**config.mk**
```make
export PLATFORM = sky130hd
export DESIGN_NAME = mailbox_header_dedup_filter
export DESIGN_NICKNAME = d
export VERILOG_FILES = /design/src/design/mhdf_pkg.sv /design/src/design/mhdf_ctrl.sv /design/src/design/mhdf_datapath.sv /design/src/design/mailbox_header_dedup_filter.sv
export SDC_FILE = /design/constraint.sdc
export NUM_CORES = 1
export LEC_CHECK = 0
export BUFFER_PORTS_ARGS = -buffer_cell sky130_fd_sc_hd__buf_2
export CORE_MARGIN = 4
export CORE_UTILIZATION = 40
export DETAILED_ROUTE_END_ITERATION = 8
export PLACE_DENSITY = 0.64
export SYNTH_ARGS = -nofsm -noshare
export SYNTH_HDL_FRONTEND = slang
export SYNTH_SLANG_ARGS = --single-unit
```
**constraint.sdc**
```tcl
create_clock -name clock -period 5.45 [get_ports clock]
set_input_delay 1.09 -clock clock [delete_from_list [all_inputs] [get_ports clock]]
set_output_delay 1.09 -clock clock [all_outputs]
set_load 0.02 [all_outputs]
```
**src/design/mhdf_pkg.sv**
```systemverilog
package mhdf_pkg;

   // default number of segments in the map
   localparam int SEGMENTS_DEFAULT = 8;

   // field widths
   localparam int FUNC_W     = 2;
   localparam int SEG_ID_W   = 4;
   localparam int SLOT_W     = 8;
   localparam int LOCAL_W    = 3;
   localparam int LENGTH_W   = 16;
   localparam int MAGIC_W    = 16;
   localparam int VERSION_W  = 8;
   localparam int HDR_SIZE_W = 8;
   localparam int SEQ_W      = 16;
   localparam int COUNT_W    = 32;

   // stream and register port widths
   localparam int REQ_DATA_W = 88;
   localparam int RSP_DATA_W = 104;
   localparam int CSR_IDX_W  = 2;
   localparam int CSR_DATA_W = 16;

   // request codes
   localparam logic [FUNC_W-1:0] FUNC_CLASSIFY = 2'd0;
   localparam logic [FUNC_W-1:0] FUNC_COMMIT   = 2'd1;
   localparam logic [FUNC_W-1:0] FUNC_CLEAR    = 2'd2;
   localparam logic [FUNC_W-1:0] FUNC_NONE     = 2'd3;

   // configuration register indexes
   localparam logic [CSR_IDX_W-1:0] CSR_LOCAL_SLOT = 2'd0;
   localparam logic [CSR_IDX_W-1:0] CSR_MAGIC      = 2'd1;
   localparam logic [CSR_IDX_W-1:0] CSR_VERSION    = 2'd2;
   localparam logic [CSR_IDX_W-1:0] CSR_HDR_SIZE   = 2'd3;

   localparam logic [HDR_SIZE_W-1:0] HDR_SIZE_RESET = 8'd8;

   typedef struct packed {
      logic [FUNC_W-1:0]    func;
      logic [SEG_ID_W-1:0]  seg_num;
      logic                 segment_used;
      logic [SLOT_W-1:0]    owner_slot;
      logic [LENGTH_W-1:0]  segment_length;
      logic [MAGIC_W-1:0]   hdr_magic;
      logic [VERSION_W-1:0] hdr_version;
      logic [SLOT_W-1:0]    hdr_source;
      logic [SLOT_W-1:0]    hdr_targets;
      logic [SEQ_W-1:0]     hdr_seq;
   } req_item_type;

   // controller to datapath
   typedef struct packed {
      logic load;
      logic exec;
   } dp_cmd_type;

   // datapath to controller
   typedef struct packed {
      logic out_full;
      logic out_taken;
   } dp_status_type;

endpackage

```
**src/design/mhdf_ctrl.sv**
```systemverilog
module mhdf_ctrl
   import mhdf_pkg::*;
(
   input  logic          clock,
   input  logic          reset,
   input  logic          req_valid,
   output logic          req_ready,
   input  dp_status_type status,
   output dp_cmd_type    cmd
);

   localparam logic ST_IDLE = 1'b0;
   localparam logic ST_EXEC = 1'b1;

   logic state_ff;
   logic state_in;
   logic out_free;

   assign out_free  = !status.out_full || status.out_taken;
   assign req_ready = (state_ff == ST_IDLE);
   assign cmd.load  = req_ready && req_valid;
   assign cmd.exec  = (state_ff == ST_EXEC) && out_free;

   always_comb begin
      state_in = state_ff;
      unique case (state_ff)
         ST_IDLE: begin
            if (req_valid) begin
               state_in = ST_EXEC;
            end
         end
         ST_EXEC: begin
            // hold the item until the output register can take its result
            if (out_free) begin
               state_in = ST_IDLE;
            end
         end
         default: begin
            state_in = ST_IDLE;
         end
      endcase
   end

   always_ff @(posedge clock) begin
      if (reset) begin
         state_ff <= ST_IDLE;
      end else begin
         state_ff <= state_in;
      end
   end

endmodule

```
**src/design/mhdf_datapath.sv**
```systemverilog
module mhdf_datapath
   import mhdf_pkg::*;
#(
   parameter int SEGMENTS = SEGMENTS_DEFAULT
)
(
   input  logic                  clock,
   input  logic                  reset,
   input  req_item_type          req_item,
   input  dp_cmd_type            cmd,
   output dp_status_type         status,
   input  logic                  csr_write,
   input  logic [CSR_IDX_W-1:0]  csr_index,
   input  logic [CSR_DATA_W-1:0] csr_data,
   output logic                  rsp_valid,
   input  logic                  rsp_ready,
   output logic                  rsp_accepted,
   output logic                  rsp_duplicate,
   output logic [COUNT_W-1:0]    rsp_scan_total,
   output logic [COUNT_W-1:0]    rsp_hit_total,
   output logic [COUNT_W-1:0]    rsp_duplicate_total
);

   localparam int IdxW = (SEGMENTS > 1) ? $clog2(SEGMENTS) : 1;
   localparam logic [SEG_ID_W:0] SegLimit = (SEG_ID_W + 1)'(SEGMENTS);
   localparam logic [COUNT_W-1:0] CountStep = COUNT_W'(1);

   // configuration
   logic [LOCAL_W-1:0]    local_slot_ff;
   logic [MAGIC_W-1:0]    magic_ff;
   logic [VERSION_W-1:0]  version_ff;
   logic [HDR_SIZE_W-1:0] hdr_size_ff;

   // captured item
   req_item_type item_ff;

   // seen table
   logic [SEGMENTS-1:0] seen_ff;
   logic [SEQ_W-1:0]    last_seq_ff [SEGMENTS];

   logic [COUNT_W-1:0] scan_cnt_ff;
   logic [COUNT_W-1:0] hit_cnt_ff;
   logic [COUNT_W-1:0] dup_cnt_ff;
   logic [COUNT_W-1:0] scan_cnt_in;
   logic [COUNT_W-1:0] hit_cnt_in;
   logic [COUNT_W-1:0] dup_cnt_in;

   logic                rsp_valid_ff;
   logic                acc_ff;
   logic                dup_ff;
   logic                acc_in;
   logic                dup_in;
   logic                seen_set;
   logic                seen_clear;

   logic [IdxW-1:0]   idx;
   logic [SLOT_W-1:0] local_wide;
   logic              id_ok;
   logic              len_ok;
   logic              owner_local;
   logic              hdr_ok;
   logic              seen_hit;

   assign idx         = item_ff.seg_num[IdxW-1:0];
   assign local_wide  = {{(SLOT_W-LOCAL_W){1'b0}}, local_slot_ff};
   assign id_ok       = {1'b0, item_ff.seg_num} < SegLimit;
   assign len_ok      = item_ff.segment_length >= {{(LENGTH_W-HDR_SIZE_W){1'b0}}, hdr_size_ff};
   assign owner_local = item_ff.owner_slot == local_wide;
   assign hdr_ok      = id_ok && len_ok
                        && (item_ff.hdr_magic == magic_ff)
                        && (item_ff.hdr_version == version_ff)
                        && (item_ff.hdr_source == item_ff.owner_slot)
                        && (item_ff.hdr_source != local_wide)
                        && item_ff.hdr_targets[local_slot_ff];
   // table entry only counts once the segment has been marked seen
   assign seen_hit    = id_ok && seen_ff[idx] && (last_seq_ff[idx] == item_ff.hdr_seq);

   always_comb begin
      acc_in      = 1'b0;
      dup_in      = 1'b0;
      seen_set    = 1'b0;
      seen_clear  = 1'b0;
      scan_cnt_in = scan_cnt_ff;
      hit_cnt_in  = hit_cnt_ff;
      dup_cnt_in  = dup_cnt_ff;
      unique case (item_ff.func)
         FUNC_CLASSIFY: begin
            if (item_ff.segment_used && !owner_local && id_ok && len_ok) begin
               scan_cnt_in = scan_cnt_ff + CountStep;
               if (hdr_ok) begin
                  if (seen_hit) begin
                     dup_cnt_in = dup_cnt_ff + CountStep;
                     dup_in     = 1'b1;
                  end else begin
                     acc_in = 1'b1;
                  end
               end
            end
         end
         FUNC_COMMIT: begin
            if (item_ff.segment_used && hdr_ok) begin
               seen_set   = 1'b1;
               hit_cnt_in = hit_cnt_ff + CountStep;
               acc_in     = 1'b1;
            end
         end
         FUNC_CLEAR: begin
            seen_clear = 1'b1;
         end
         FUNC_NONE: begin
         end
         default: begin
         end
      endcase
   end

   // control state
   always_ff @(posedge clock) begin
      if (reset) begin
         local_slot_ff <= '0;
         magic_ff      <= '0;
         version_ff    <= '0;
         hdr_size_ff   <= HDR_SIZE_RESET;
         seen_ff       <= '0;
         scan_cnt_ff   <= '0;
         hit_cnt_ff    <= '0;
         dup_cnt_ff    <= '0;
         rsp_valid_ff  <= 1'b0;
      end else begin
         if (csr_write) begin
            unique case (csr_index)
               CSR_LOCAL_SLOT: local_slot_ff <= csr_data[LOCAL_W-1:0];
               CSR_MAGIC:      magic_ff      <= csr_data[MAGIC_W-1:0];
               CSR_VERSION:    version_ff    <= csr_data[VERSION_W-1:0];
               CSR_HDR_SIZE:   hdr_size_ff   <= csr_data[HDR_SIZE_W-1:0];
               default: begin
               end
            endcase
         end
         if (cmd.exec) begin
            scan_cnt_ff <= scan_cnt_in;
            hit_cnt_ff  <= hit_cnt_in;
            dup_cnt_ff  <= dup_cnt_in;
            if (seen_clear) begin
               seen_ff <= '0;
            end else if (seen_set) begin
               seen_ff[idx] <= 1'b1;
            end
         end
         if (cmd.exec) begin
            rsp_valid_ff <= 1'b1;
         end else if (rsp_ready) begin
            rsp_valid_ff <= 1'b0;
         end
      end
   end

   // payload registers
   always_ff @(posedge clock) begin
      if (cmd.load) begin
         item_ff <= req_item;
      end
      if (cmd.exec && seen_set) begin
         last_seq_ff[idx] <= item_ff.hdr_seq;
      end
      if (cmd.exec) begin
         acc_ff <= acc_in;
         dup_ff <= dup_in;
      end
   end

   assign status.out_full  = rsp_valid_ff;
   assign status.out_taken = rsp_ready;

   assign rsp_valid           = rsp_valid_ff;
   assign rsp_accepted        = acc_ff;
   assign rsp_duplicate       = dup_ff;
   assign rsp_scan_total      = scan_cnt_ff;
   assign rsp_hit_total       = hit_cnt_ff;
   assign rsp_duplicate_total = dup_cnt_ff;

endmodule

```
**src/design/mailbox_header_dedup_filter.sv**
```systemverilog
// mailbox header duplicate filter: each item is one request about one mailbox
// segment (map entry plus extracted header fields), with the request code on
// req_tuser (classify, commit, clear seen table). every item gives exactly one
// result with the accepted and duplicate flags and the three wrapping 32-bit
// counters as they stand after the item. an item is first captured into the
// item register; then the header is checked, the per-segment seen table read
// and updated and the output register loaded. a new item is only taken once
// the last one has been evaluated; a full output register holds the evaluate
// step. configuration writes on the csr port are meant for idle times only and
// are taken at once.
module mailbox_header_dedup_filter
   import mhdf_pkg::*;
#(
   parameter int SEGMENTS = SEGMENTS_DEFAULT
)
(
   input  logic                  clock,
   input  logic                  reset,

   // request item stream
   input  logic                  req_tvalid,
   output logic                  req_tready,
   // seg_num[3:0], segment_used[4], owner_slot[12:5], segment_length[28:13],
   // hdr_magic[44:29], hdr_version[52:45], hdr_source[60:53],
   // hdr_targets[68:61], hdr_seq[84:69], zero fill[87:85]
   input  logic [REQ_DATA_W-1:0] req_tdata,
   // func[1:0]
   input  logic [FUNC_W-1:0]     req_tuser,

   // result item stream
   output logic                  rsp_tvalid,
   input  logic                  rsp_tready,
   // accepted[0], duplicate[1], scan_total[33:2], hit_total[65:34],
   // duplicate_total[97:66], zero fill[103:98]
   output logic [RSP_DATA_W-1:0] rsp_tdata,

   // register write port
   input  logic                  csr_valid,
   output logic                  csr_ready,
   input  logic [CSR_IDX_W-1:0]  csr_index,
   input  logic [CSR_DATA_W-1:0] csr_data
);

   req_item_type  req_item;
   dp_cmd_type    cmd;
   dp_status_type status;

   logic               acc;
   logic               dup;
   logic [COUNT_W-1:0] scan_total;
   logic [COUNT_W-1:0] hit_total;
   logic [COUNT_W-1:0] dup_total;

   // unpack the request item
   assign req_item.func           = req_tuser;
   assign req_item.seg_num        = req_tdata[3:0];
   assign req_item.segment_used   = req_tdata[4];
   assign req_item.owner_slot     = req_tdata[12:5];
   assign req_item.segment_length = req_tdata[28:13];
   assign req_item.hdr_magic      = req_tdata[44:29];
   assign req_item.hdr_version    = req_tdata[52:45];
   assign req_item.hdr_source     = req_tdata[60:53];
   assign req_item.hdr_targets    = req_tdata[68:61];
   assign req_item.hdr_seq        = req_tdata[84:69];

   // registers are always writable
   assign csr_ready = 1'b1;

   mhdf_ctrl u_ctrl (
      .clock     (clock),
      .reset     (reset),
      .req_valid (req_tvalid),
      .req_ready (req_tready),
      .status    (status),
      .cmd       (cmd)
   );

   mhdf_datapath #(
      .SEGMENTS (SEGMENTS)
   ) u_datapath (
      .clock               (clock),
      .reset               (reset),
      .req_item            (req_item),
      .cmd                 (cmd),
      .status              (status),
      .csr_write           (csr_valid),
      .csr_index           (csr_index),
      .csr_data            (csr_data),
      .rsp_valid           (rsp_tvalid),
      .rsp_ready           (rsp_tready),
      .rsp_accepted        (acc),
      .rsp_duplicate       (dup),
      .rsp_scan_total      (scan_total),
      .rsp_hit_total       (hit_total),
      .rsp_duplicate_total (dup_total)
   );

   // pack the result item, first field lowest
   assign rsp_tdata = {6'd0, dup_total, hit_total, scan_total, dup, acc};

endmodule
```
==> flow_summary_export.csv <==
group,metric,value,unit
cts,holdBufCountCts,0,
grt,grt_overflow,0,
route,drc,0,
grt,grt_max_degree,97,
power_and_ir_drop,leakage,6.61,nW
layout,final_util,48.5,%
power_and_ir_drop,clock_power_share,45.6,%
timing,relSlewSlack,22.7,%
cts,postCtsSetupRepairBufs,0,
setup_path,r2r_end,"u_datapath.rsp_duplicate_total[26]",
setup_path,worst_setup_path_start_kind,"register",
grt,grt_pass1_wl,55500,um
floorplan,core,36800,um^2
setup_path,worstPathCellList,"buf_4 > mux4_2 > mux2i_1 > xor2_1 > o2111ai_1 > nor2_2 > nand4_2 > or4_1 > a21oi_1",
power_and_ir_drop,p_switching,0.00133,W
timing,fin_setup_tns,0,ns
cts,insertion_delay,0.55,ns
placed_design,globalplace.congestion,0.810,
floorplan,initial_core_util,40.8,%
setup_path,crit_type,"reg2reg",
synthesis,synth_seq_cells,361,
timing,slew_violations,0,
timing,min_period,4.12,ns
setup_path,critPathBufInv,1,
power_and_ir_drop,swShare,21.7,%
power_and_ir_drop,vdd_drop_max,260,uV
cts,cts_buffer_depth,3,
synthesis,synthArstFlopShare,0,%
route,drtIter0Drc,655,
synthesis,seq_area_frac_synth,62.7,%
grt,antenna_found_initial,11,
synthesis,synth.area.top_cells,"edfxtp_1 43%, dfxtp_1 19%, xnor2_1 4.2%",
timing,rsz0062_at_grt,"false",
timing,worstMarginPinSlew,1.16,ns
route,viasPerCell,5.16,
floorplan,fp.dieH,202,um
worst_hold_path,hold_path_depth,2,
floorplan,io_pins,220,
setup_path,end_kind,"register",
cts,cts_tree,"yes",
floorplan,rows,70,
timing,fin_crit_sh,75.6,%
route,drtAntennaViolNets,0,
worst_hold_path,hp-class,"reg2reg",
setup_path,crit_slowest_cell,"or4_1",
power_and_ir_drop,p_seq_share,49.3,%
layout,multi_input_area,5230,um^2
cts,clkTransAtPathRegs,0.06,ns
setup_path,reg2reg_slack,1.33,ns
cts,cts_root_buf,"clkbuf_16",
cts,cts_buffers,40,
power_and_ir_drop,p_int,0.00479,W
power_and_ir_drop,power_frac_comb,5.1,%
layout,regArea,9400,um^2
grt,grt.total_usage,17.0,%
synthesis,yosysTopAreaCell,"edfxtp_1",
timing,finalClockSkew,0.0176,ns
grt,grt_pass1_vias,9933,
layout,fill_cells,3249,
cts,cts_max_level,2,
power_and_ir_drop,power.density,343,nW/um^2
run,drv_cap,0,
synthesis,ys_types,66,
layout,nets,1528,
timing,setup_violations,0,
layout,drive_gt1_share,23.7,%
synthesis,yosysWarnings,0,
synthesis,synth_top_area_share,43.5,%
run_status,status,"finished clean",
route,post_drt_wl_per_cell,18.4,um
synthesis,ys.flop_type,"edfxtp_1",
synthesis,netlist_instances,1195,
layout,areaGrowthSynthToFinish,19.0,%
setup_path,crit_arrival,4.58,ns
route,dr.pass1.iters,5,
synthesis,synth_edf_count,217,
setup_path,path_max_fanout,32,
setup_path,max_stage_delay,0.73,ns
synthesis,syn_area,15000,um^2
synthesis,avgSynthCellArea,12.5,um^2
cts,clock_sinks,361,
placed_design,portBuffers,209,
cts,cts_resized,0,
worst_hold_path,whs_endpoint,"u_datapath.hdr_size_ff[1]",
timing,finalHoldViolCount,0,
setup_path,crit_family,"simple AND/OR/NAND/NOR gates",
route,drt_wl_total,35000,um
floorplan,die_w,202,um
floorplan,dieArea,40700,um^2
placed_design,dp.final_hpwl,23800,um
setup_path,cp.required,5.91,ns
timing,fmax,243,MHz
setup_path,r2r_cells,9,
route,vias,9838,
worst_hold_path,min_from,"u_datapath.hdr_size_ff[1]",
[synthesized netlist by cell type, types with 4 or more instances]
cell type / instances
edfxtp_1: 217
dfxtp_1: 144
nor2_1: 106
nand2_1: 94
xnor2_1: 72
a21oi_1: 51
mux2i_1: 50
xor2_1: 36
clkbuf_1: 32
nand4_1: 32
nand3_1: 31
inv_1: 27
nor3_1: 24
nor4_1: 24
and3_1: 22
mux4_2: 20
mux2_2: 18
o21ai_0: 16
nor2b_1: 15
or3_1: 15
buf_4: 12
and4_1: 11
ha_1: 11
and2_1: 10
o21a_1: 9
nand2b_1: 8
buf_2: 6
or4_1: 6
buf_6: 5
o31ai_1: 5
a31o_2: 4
[final cells by class]
type | count | share of cell area, %
Sequential cell | 361 | 52.7
Multi-Input combinational cell | 754 | 29.3
Timing Repair Buffer | 220 | 6.34
Clock buffer | 52 | 6.25
Tap cell | 468 | 3.28
Clock inverter | 22 | 1.50
Inverter | 27 | 0.568
Antenna cell | 4 | 0.0561
[worst register-to-register path: stages (launching register included)]
cell       delay (ns)
dfxtp_1          0.71
buf_4            0.41
mux4_2           0.55
mux2i_1          0.21
xor2_1           0.27
o2111ai_1        0.17
nor2_2           0.20
nand4_2          0.61
or4_1            0.74
a21oi_1          0.14
[sequential cells by signal, indices dropped and copies added, names as in the netlist, 16 cells and up, named ones only]
name	flops
u_datapath.rsp_duplicate_total	32
u_datapath.last_seq_ff	128
u_datapath.item_ff	84
u_datapath.magic_ff	16
u_datapath.rsp_scan_total	32
u_datapath.rsp_hit_total	32
[placed cells by master, fill, tap and decap left out, drive strengths merged, types with 8 or more instances in the layout]
master,n
edfxtp,217
nor2b,15
nor4,24
and4,11
mux4,20
nand4,33
and3,22
and2,10
xnor2,72
a21oi,51
ha,11
mux2i,50
or3,15
xor2,36
nor2,107
o21a,9
dfxtp,144
clkbuf,52
nand2b,8
o21ai,16
inv,27
nor3,24
clkinv,16
nand2,94
buf,220
nand3,31
mux2,21
[through the flow]
stage	hold WS, ns	power [W]	instance area (um^2)	instances	setup WS, ns
finish	0.457	0.00612	17800	1908	1.33
global route	0.487	0.00636	17800	1907	0.969
CTS	0.459	0.00620	17800	1904	1.28
detailed placement	0.451	0.00339	16500	1830	1.30
global placement	0.443	0.00339	16500	1830	1.36
floorplan	0.435	0.00328	15000	1200	1.44
[layer usage]
| layer | up-vias | global-route usage (%) | wire length [um] |
|---|---|---|---|
| li1 | 4798 | - | - |
| met1 | 4732 | 22.8 | 15200 |
| met2 | 229 | 27.4 | 16700 |
| met3 | 65 | 4.21 | 2060 |
| met4 | 14 | 5.64 | 909 |
| met5 | - | 0 | 93 |
[how the worst max path moves through the flow]
stage                           from                                 end  slack, ns  cells after the start
after global placement      register  u_datapath.rsp_duplicate_total[21]       1.36                      9
after floorplan           req_tvalid                            register       1.44                      2
after CTS                   register  u_datapath.rsp_duplicate_total[20]       1.28                      9
final                       register  u_datapath.rsp_duplicate_total[26]       1.33                      9
after detailed placement    register  u_datapath.rsp_duplicate_total[31]       1.30                      9
after global routing        register  u_datapath.rsp_duplicate_total[26]       0.97                      9
[cell families after synthesis]
group,share of synthesized area [%]
buf+inv,2.84
fa+ha+maj,0.918
other cells,0.0501
compound gates,4.99
simple gates,14.3
mux,7.92
xor+xnor,6.31
flops,62.7
[power groups by stage]
stage,registers (W),logic (W),clock network (W)
floorplan,0.00305,0.000230,0
global placement,0.00307,0.000315,0
detailed placement,0.00307,0.000319,0
CTS,0.00302,0.000321,0.00287
global route,0.00302,0.000348,0.00299
finish,0.00301,0.000315,0.00279
(Power assumes the default switching activity.)
